**config.mk**
```make
export PLATFORM = sky130hd
export DESIGN_NAME = wsd_ram
export DESIGN_NICKNAME = d
export VERILOG_FILES = /design/src/rtl/wsd_ram.sv
export SDC_FILE = /design/constraint.sdc
export NUM_CORES = 1
export LEC_CHECK = 0
export ABC_AREA = 1
export BUFFER_PORTS_ARGS = -buffer_cell sky130_fd_sc_hd__buf_2
export CAP_MARGIN = 20
export CORE_MARGIN = 1.5
export CORE_UTILIZATION = 60
export DETAILED_ROUTE_END_ITERATION = 8
export PLACE_DENSITY = 0.89
export SETUP_SLACK_MARGIN = 0.5
export SYNTH_ARGS = -nofsm -noshare
export SYNTH_HDL_FRONTEND = slang
export SYNTH_SLANG_ARGS = --single-unit
```
**constraint.sdc**
```tcl
create_clock -name clk -period 1.55 [get_ports clk]
set_clock_uncertainty 0.2 [all_clocks]
set_input_delay 0.2325 -clock clk [delete_from_list [all_inputs] [get_ports clk]]
set_output_delay 0.2325 -clock clk [all_outputs]
set_load 0.01 [all_outputs]
```
**src/rtl/wsd_ram.sv**
```systemverilog
// Generic single write port RAM with registered read.
module wsd_ram #(
  parameter int WIDTH = 8,
  parameter int DEPTH = 16
) (
  input  logic                     clk,
  input  logic                     we,
  input  logic [$clog2(DEPTH)-1:0] waddr,
  input  logic [WIDTH-1:0]         wdata,
  input  logic [$clog2(DEPTH)-1:0] raddr,
  output logic [WIDTH-1:0]         rdata
);

  logic [WIDTH-1:0] mem [DEPTH];
  logic [WIDTH-1:0] rdata_r;

  always_ff @(posedge clk) begin
    if (we) begin
      mem[waddr] <= wdata;
    end
    rdata_r <= mem[raddr];
  end

  assign rdata = rdata_r;

endmodule

```
==> results.sh, run 1 <==
export IMPL_status="complete, but fails checks"
export IMPL_failing_checks="negative hold slack"
export IMPL_clock_fmax_mhz=694
export IMPL_groute_usage_overall_pct=34.7
export IMPL_holdCritPathClass="in -> reg"
export IMPL_period_minus_slack_ps=1440
export IMPL_floorplan_die_height_um=101
export IMPL_crit_type="reg -> out"
export IMPL_synth_lib_cells_used_distinct=12
export IMPL_final_period_utilization_pct=92.9
export IMPL_worst_skew_late_latency_ps=540
export IMPL_totalNegativeSetupSlack_ps=0
export IMPL_synth_top_family_by_area="simple AND/OR/NAND/NOR gates"
export IMPL_switching_share_pct=24.0
export IMPL_drtAntennaViolNets=0
export IMPL_multiInputGateArea_um2=1870
export IMPL_vdd_ir_max_v=0.000893
export IMPL_critical_path_max_stage_delay_ps=360
export IMPL_netSwitchingPower_mw=2.20
export IMPL_core_rowCount=35
export IMPL_synth_sequential_area_ratio_pct=69.4
export IMPL_whs_ps=-98.8
export IMPL_commonest_cells_after_routing_fill_and_taps_aside="128 x sky130_fd_sc_hd__edfxtp_1, 126 x sky130_fd_sc_hd__nand2_1, 85 x sky130_fd_sc_hd__inv_1"
export IMPL_dieArea_um2=10200
export IMPL_maximum_number_of_pins_on_one_net_before_global_route_repair=37
export IMPL_power_density_nw_per_um2=1240
export IMPL_global_route_wire_length_before_repair_um=24900
export IMPL_max_slew_margin_pct=57.4
export IMPL_slowest_stage_cell_cp="sky130_fd_sc_hd__dfxtp_2"
export IMPL_timing_critical_path_from="rdata[4]"
export IMPL_clkTransAtPathRegs_ps=70
export IMPL_cts_tree="done"
export IMPL_wl_per_cell_um=23.9
export IMPL_crit_path_max_fanout=1
export IMPL_synth_mux_area_share_pct=0
export IMPL_final_net_count=612
export IMPL_clockRootBuffer="sky130_fd_sc_hd__clkbuf_8"
export IMPL_io_pins=26
export IMPL_synthesis_nets=569
export IMPL_nFillCells=455
export IMPL_xor_and_xnor_area_share_after_synthesis_pct=0
export IMPL_globalplace_congestion=0.894
export IMPL_regToRegStartpoint="mem[12][5]"
export IMPL_syn_instance_count=551
export IMPL_crit_buf_inv=1
export IMPL_maxcap_violations=0
export IMPL_grt_setup_unrepaired="true"
export IMPL_grt_antenna_before_repair=0
export IMPL_syn_area_per_cell_um2=10.5
export IMPL_totalWireLength_um=17600
export IMPL_final_core_util_pct=80.0
export IMPL_drt_pass1_iter_count=5
export IMPL_synthAdderAreaFrac_pct=0
export IMPL_setup_viol=0
export IMPL_routed_via_count=4472
export IMPL_cts_sinks=136
export IMPL_cts_max_level=4
export IMPL_static_leakage_power_nw=3.12
export IMPL_cts_inserted_buffers=17
export IMPL_diodes=0
export IMPL_mappedNetlistArea_um2=5770
export IMPL_finalMaxSlewViolations=0
export IMPL_die_width_um=101
export IMPL_synth_area_leaders="sky130_fd_sc_hd__edfxtp_1 67%, sky130_fd_sc_hd__nand2_1 11%, sky130_fd_sc_hd__nand3_1 8.4%"
export IMPL_number_of_global_route_vias_before_repair=4430
export IMPL_p_int_mw=6.97
export IMPL_tightestPinTransition_ps=639
export IMPL_worstPathArrival_ps=1010
export IMPL_worst_setup_path_end_kind="primary output"
export IMPL_area_delta_synth_final_pct=28.7
export IMPL_hpwl_dp_um=8130
export IMPL_yosys_area_share_simple_pct=21.0
export IMPL_finalHoldViolations=20
export IMPL_core_area_um2=9280
export IMPL_synth_warning_count=0
export IMPL_area_sequential_um2=4010
export IMPL_drt_iter0_markers=766
export IMPL_power_clock_fraction_pct=46.4
export IMPL_cp_required_ps=1120
export IMPL_cpLargestDelayFamily="flip-flops"
export IMPL_starting_density_of_the_core_pct=62.1
export IMPL_route_detailed_drc=0
export IMPL_max_clock_path_buffers=2
export IMPL_synthDominantCellAreaShare_pct=66.7
export IMPL_mostFrequentLayoutCell="sky130_fd_sc_hd__edfxtp_1"
export IMPL_critical_path_startpoint_type="flip-flop"
export IMPL_layout_drive_gt1_share_pct=38.1
export IMPL_fin_cells=736
export IMPL_post_place_cells=697
export IMPL_timing_hold_worst_start="raddr[3]"
export IMPL_cp_cell_sequence="buf_6"
export IMPL_share_comb_of_total_power_pct=8.4
export IMPL_synth_largest_area_cell="sky130_fd_sc_hd__edfxtp_1"
export IMPL_synth_compound_area_share_pct=0
export IMPL_routed_via_density=6.08
export IMPL_ys_ff_latch=136
export IMPL_cts_hold_fix_buffers=7
export IMPL_seq_power_share_pct=45.2
export IMPL_io_buffer_count=25
export IMPL_grt_overflow_total=0
-- power by group through the flow --
stage / clock (mW) / sequential [mW] / combinational (mW)
after floorplan: 0 / 4.22 / 0.349
after global placement: 0 / 4.21 / 0.537
after detailed placement: 0 / 4.21 / 0.558
after CTS: 4.15 / 4.14 / 0.636
after global routing: 4.37 / 4.15 / 0.806
final: 4.25 / 4.15 / 0.773
-- area by class of cell --
| cell class | instances | area share (%) |
|---|---|---|
| flip-flops and latches | 136 | 54.0 |
| multi-input cells | 289 | 25.1 |
| inverters | 102 | 5.33 |
| clock inverters | 15 | 2.68 |
| clock buffers | 17 | 5.58 |
| well taps | 129 | 2.17 |
| repair buffers | 48 | 5.12 |
-- cells in the mapped netlist --
cell type	instances
sky130_fd_sc_hd__nor2_1	17
sky130_fd_sc_hd__dfxtp_1	8
sky130_fd_sc_hd__buf_2	13
sky130_fd_sc_hd__inv_2	2
sky130_fd_sc_hd__nand3_1	97
sky130_fd_sc_hd__inv_1	100
sky130_fd_sc_hd__edfxtp_1	128
sky130_fd_sc_hd__buf_6	6
sky130_fd_sc_hd__nand2_1	173
sky130_fd_sc_hd__nand3b_1	2
sky130_fd_sc_hd__buf_1	1
sky130_fd_sc_hd__buf_4	4
-- per-stage QoR --
step	setup WS (ps)	cell area, um2	power, mW	hold WS [ps]
after global placement	108	6230	4.75	391
after CTS	104	7100	8.93	-135
final	110	7420	9.17	-98.8
after global routing	90.1	7420	9.32	-98.5
after floorplan	244	6030	4.57	131
after detailed placement	64.9	6230	4.77	407
-- worst min-delay path, stage by stage --
cell	delay, ps
sky130_fd_sc_hd__buf_2	210
sky130_fd_sc_hd__nand3_2	120
sky130_fd_sc_hd__nand2_2	40
-- per-layer routing --
| metal | track usage (%) | up-vias | share of wire [%] |
|---|---|---|---|
| met5 | 0 | - | 0 |
| met3 | 9.08 | 98 | 13 |
| met2 | 54.0 | 453 | 46 |
| met4 | 19.8 | 0 | 6.1 |
| met1 | 44.6 | 2060 | 34 |
| li1 | - | 1861 | - |
-- final timing paths --
kind / to / slack [ps] / cells past startpoint
min: rdata[7] / -100 / 3
max reg2reg: rdata[5] / 250 / 6
min reg2reg: rdata[5] / 560 / 6
max: rdata[4] / 110 / 1
-- repair_timing --
action | in CTS | in global routing
gates resized for setup | 42 | 85
endpoints found under the hold margin | 136 | 24
endpoints found under the setup margin | 16 | 26
setup buffers | 0 | 0
pin swaps | 29 | 41
-- registers in the layout (all words and copies together), names as in the netlist --
register,cells
rdata,8
mem,128
-- cells by family after synthesis --
group	count (synthesis)
buffers and inverters	126
flip-flops	136
AND/OR/NAND/NOR	289
No activity file was read; power rests on OpenSTA's default activity.
==> inputs of run 2 (changes only) <==
BUFFER_PORTS_ARGS = -buffer_cell sky130_fd_sc_hd__buf_4   (was -buffer_cell sky130_fd_sc_hd__buf_2)
SETUP_SLACK_MARGIN = unset   (was 0.5)
==> run 2 against run 1 <==
Sequential power barely moved. Critical path type is now in -> reg. Highest routed layer unchanged. First-iteration DRC count rose by 14%. Hold slack improved by 240 ps. Routed wire length fell by 12%. Via count fell by 0.60%. Largest cell class unchanged. Global-route usage fell by 2.6 points. Setup slack got worse by 68 ps. The flow now finishes without violations.
==> results.sh, run 2 (same netlist as run 1, synthesis figures left out) <==
export IMPL_status="complete, no violations"
export IMPL_netSwitchingPower_mw=1.96
export IMPL_timing_hold_worst_path_depth=4
export IMPL_grt_antenna_before_repair=0
export IMPL_max_flop_register="mem"
export IMPL_floorplan_die_height_um=101
export IMPL_diodes=0
export IMPL_grt_overflow_total=0
export IMPL_cts_tree="done"
export IMPL_core_area_um2=9280
export IMPL_global_route_wire_length_before_repair_um=23300
export IMPL_hold_path_end="mem[11][2]"
export IMPL_vdd_ir_max_v=0.000755
export IMPL_max_clock_path_buffers=2
export IMPL_critical_path_startpoint_type="input pin"
export IMPL_hpwl_dp_um=7940
export IMPL_tightestPinTransition_ps=337
export IMPL_core_rowCount=35
export IMPL_dieArea_um2=10200
export IMPL_clkTransAtPathRegs_ps=60
export IMPL_multiInputGateArea_um2=1210
export IMPL_critPathMostFrequentCell="sky130_fd_sc_hd__nand3_1"
export IMPL_static_leakage_power_nw=3.00
export IMPL_commonest_cells_after_routing_fill_and_taps_aside="173 x sky130_fd_sc_hd__nand2_1, 128 x sky130_fd_sc_hd__edfxtp_1, 99 x sky130_fd_sc_hd__inv_1"
export IMPL_whs_ps=143
export IMPL_starting_density_of_the_core_pct=62.1
export IMPL_setup_viol=0
export IMPL_wl_per_cell_um=20.7
export IMPL_worst_r2r_cell_count=6
export IMPL_io_buffer_count=25
export IMPL_nFillCells=538
export IMPL_power_density_nw_per_um2=1260
export IMPL_critical_r2r_capture="rdata[1]"
export IMPL_max_slew_margin_pct=77.6
export IMPL_largest_register_ff_count=128
export IMPL_cp_required_ps=1830
export IMPL_power_clock_fraction_pct=45.4
export IMPL_worst_skew_late_latency_ps=530
export IMPL_crit_buf_inv=3
export IMPL_groute_usage_overall_pct=32.1
export IMPL_grt_setup_unrepaired="false"
export IMPL_drtAntennaViolNets=0
export IMPL_die_width_um=101
export IMPL_number_of_global_route_vias_before_repair=4173
export IMPL_final_period_utilization_pct=97.3
export IMPL_cts_sinks=136
export IMPL_maxcap_violations=0
export IMPL_finalMaxSlewViolations=0
export IMPL_worst_setup_path_end_kind="flip-flop"
export IMPL_setup_buffers_after_cts=0
export IMPL_crit_type="in -> reg"
export IMPL_dp_area_um2=6170
export IMPL_cts_max_level=4
export IMPL_switching_share_pct=22.6
export IMPL_routed_via_density=5.93
export IMPL_timing_hold_worst_start="waddr[1]"
export IMPL_period_minus_slack_ps=1510
export IMPL_drt_iter0_markers=872
export IMPL_maximum_number_of_pins_on_one_net_before_global_route_repair=53
export IMPL_area_sequential_um2=4000
export IMPL_seq_power_share_pct=47.5
export IMPL_totalNegativeSetupSlack_ps=0
export IMPL_clock_fmax_mhz=663
export IMPL_clockRootBuffer="sky130_fd_sc_hd__clkbuf_8"
export IMPL_cpLargestDelayFamily="buffers and inverters"
export IMPL_totalWireLength_um=15500
export IMPL_finalHoldViolations=0
export IMPL_layout_drive_gt1_share_pct=13.4
export IMPL_drt_pass1_iter_count=7
export IMPL_slowest_stage_cell_cp="sky130_fd_sc_hd__dlygate4sd3_1"
export IMPL_globalplace_congestion=0.892
export IMPL_final_net_count=626
export IMPL_worstPathArrival_ps=1790
export IMPL_cp_cell_sequence="dlygate4sd3_1 > buf_4 > buf_4 > nand3_1 > nand3_1 > nand3_1 > nand2_1"
export IMPL_p_int_mw=6.74
export IMPL_cts_inserted_buffers=17
export IMPL_area_delta_synth_final_pct=19.5
export IMPL_route_detailed_drc=0
export IMPL_crit_path_max_fanout=26
export IMPL_routed_via_count=4445
export IMPL_share_comb_of_total_power_pct=7.0
export IMPL_holdCritPathClass="in -> reg"
export IMPL_critical_path_max_stage_delay_ps=520
export IMPL_regToRegStartpoint="mem[1][1]"
export IMPL_mostFrequentLayoutCell="sky130_fd_sc_hd__nand2_1"
export IMPL_r2r_slack_ps=250
export IMPL_stdcell_area_um2=6890
export IMPL_io_pins=26
==> run 2: cell types whose count changed in the layout (fill, tap and decap cells not counted), moves of 7 or more <==
cell / change
sky130_fd_sc_hd__nand3_1: +75
sky130_fd_sc_hd__nand3_2: -68
sky130_fd_sc_hd__nand2_1: +47
sky130_fd_sc_hd__nand2_2: -43
sky130_fd_sc_hd__buf_4: +35
sky130_fd_sc_hd__buf_2: -22
sky130_fd_sc_hd__nor2_1: +17
sky130_fd_sc_hd__inv_1: +14
sky130_fd_sc_hd__inv_2: -11
sky130_fd_sc_hd__nor2_4: -9
sky130_fd_sc_hd__nor2_2: -8
sky130_fd_sc_hd__nand3_4: -7
==> run 2: layer usage <==
metal  up-vias  part of all wire, %  global-route usage [%]
met5         -                    0                       0
li1       1893                    -                       -
met3       112                   15                    6.73
met2       457                   47                    51.2
met4         0                  6.5                    14.5
met1      1983                   32                    42.7
==> run 2: worst max path at each step <==
| stage | start | endpoint | slack (ps) | cells past startpoint |
|---|---|---|---|---|
| after floorplan | waddr[2] | mem[10][0] | 170 | 2 |
| after global placement | raddr[2] | rdata[5] | 100 | 6 |
| after detailed placement | raddr[0] | rdata[2] | 70 | 8 |
| after CTS | raddr[2] | rdata[4] | 20 | 7 |
| after global routing | raddr[1] | rdata[7] | 40 | 7 |
| final | raddr[1] | rdata[7] | 40 | 7 |
==> run 2: layout make-up <==
cell class | instances | area share, %
Clock inverter | 14 | 2.31
Timing Repair Buffer | 62 | 7.95
Multi-Input combinational cell | 289 | 17.6
Tap cell | 129 | 2.34
Sequential cell | 136 | 58.1
Clock buffer | 17 | 6.01
Inverter | 102 | 5.65
==> run 2: through the flow <==
step	setup WS [ps]	power [mW]	util (%)	cells
after floorplan	167	4.51	-	551
after global placement	96.9	4.72	66.5	706
after detailed placement	70.5	4.74	66.5	706
after CTS	21.8	8.63	73.9	748
after global routing	37.5	8.87	74.2	749
final	41.6	8.70	74.2	749
==> run 2: worst register-to-register path, cell delays in order, from the launching register on <==
cell	delay [ps]
sky130_fd_sc_hd__edfxtp_1	380
sky130_fd_sc_hd__inv_1	70
sky130_fd_sc_hd__nand2_1	90
sky130_fd_sc_hd__nand3_1	140
sky130_fd_sc_hd__nand3_1	120
sky130_fd_sc_hd__nand3_1	100
sky130_fd_sc_hd__nand2_1	80
==> run 2: power by group through the flow <==
stage / Sequential (mW) / Combinational (mW) / Clock, mW
after detailed placement: 4.21 / 0.532 / 0
after CTS: 4.14 / 0.575 / 3.92
after global placement: 4.21 / 0.510 / 0
final: 4.14 / 0.610 / 3.96
after floorplan: 4.22 / 0.290 / 0
after global routing: 4.14 / 0.647 / 4.08
==> run 2: timing repair <==
action	CTS	global route
resized for setup	0	2
endpoints found under the setup margin	0	5
hold buffers	11	0
endpoints found under the hold margin	136	0
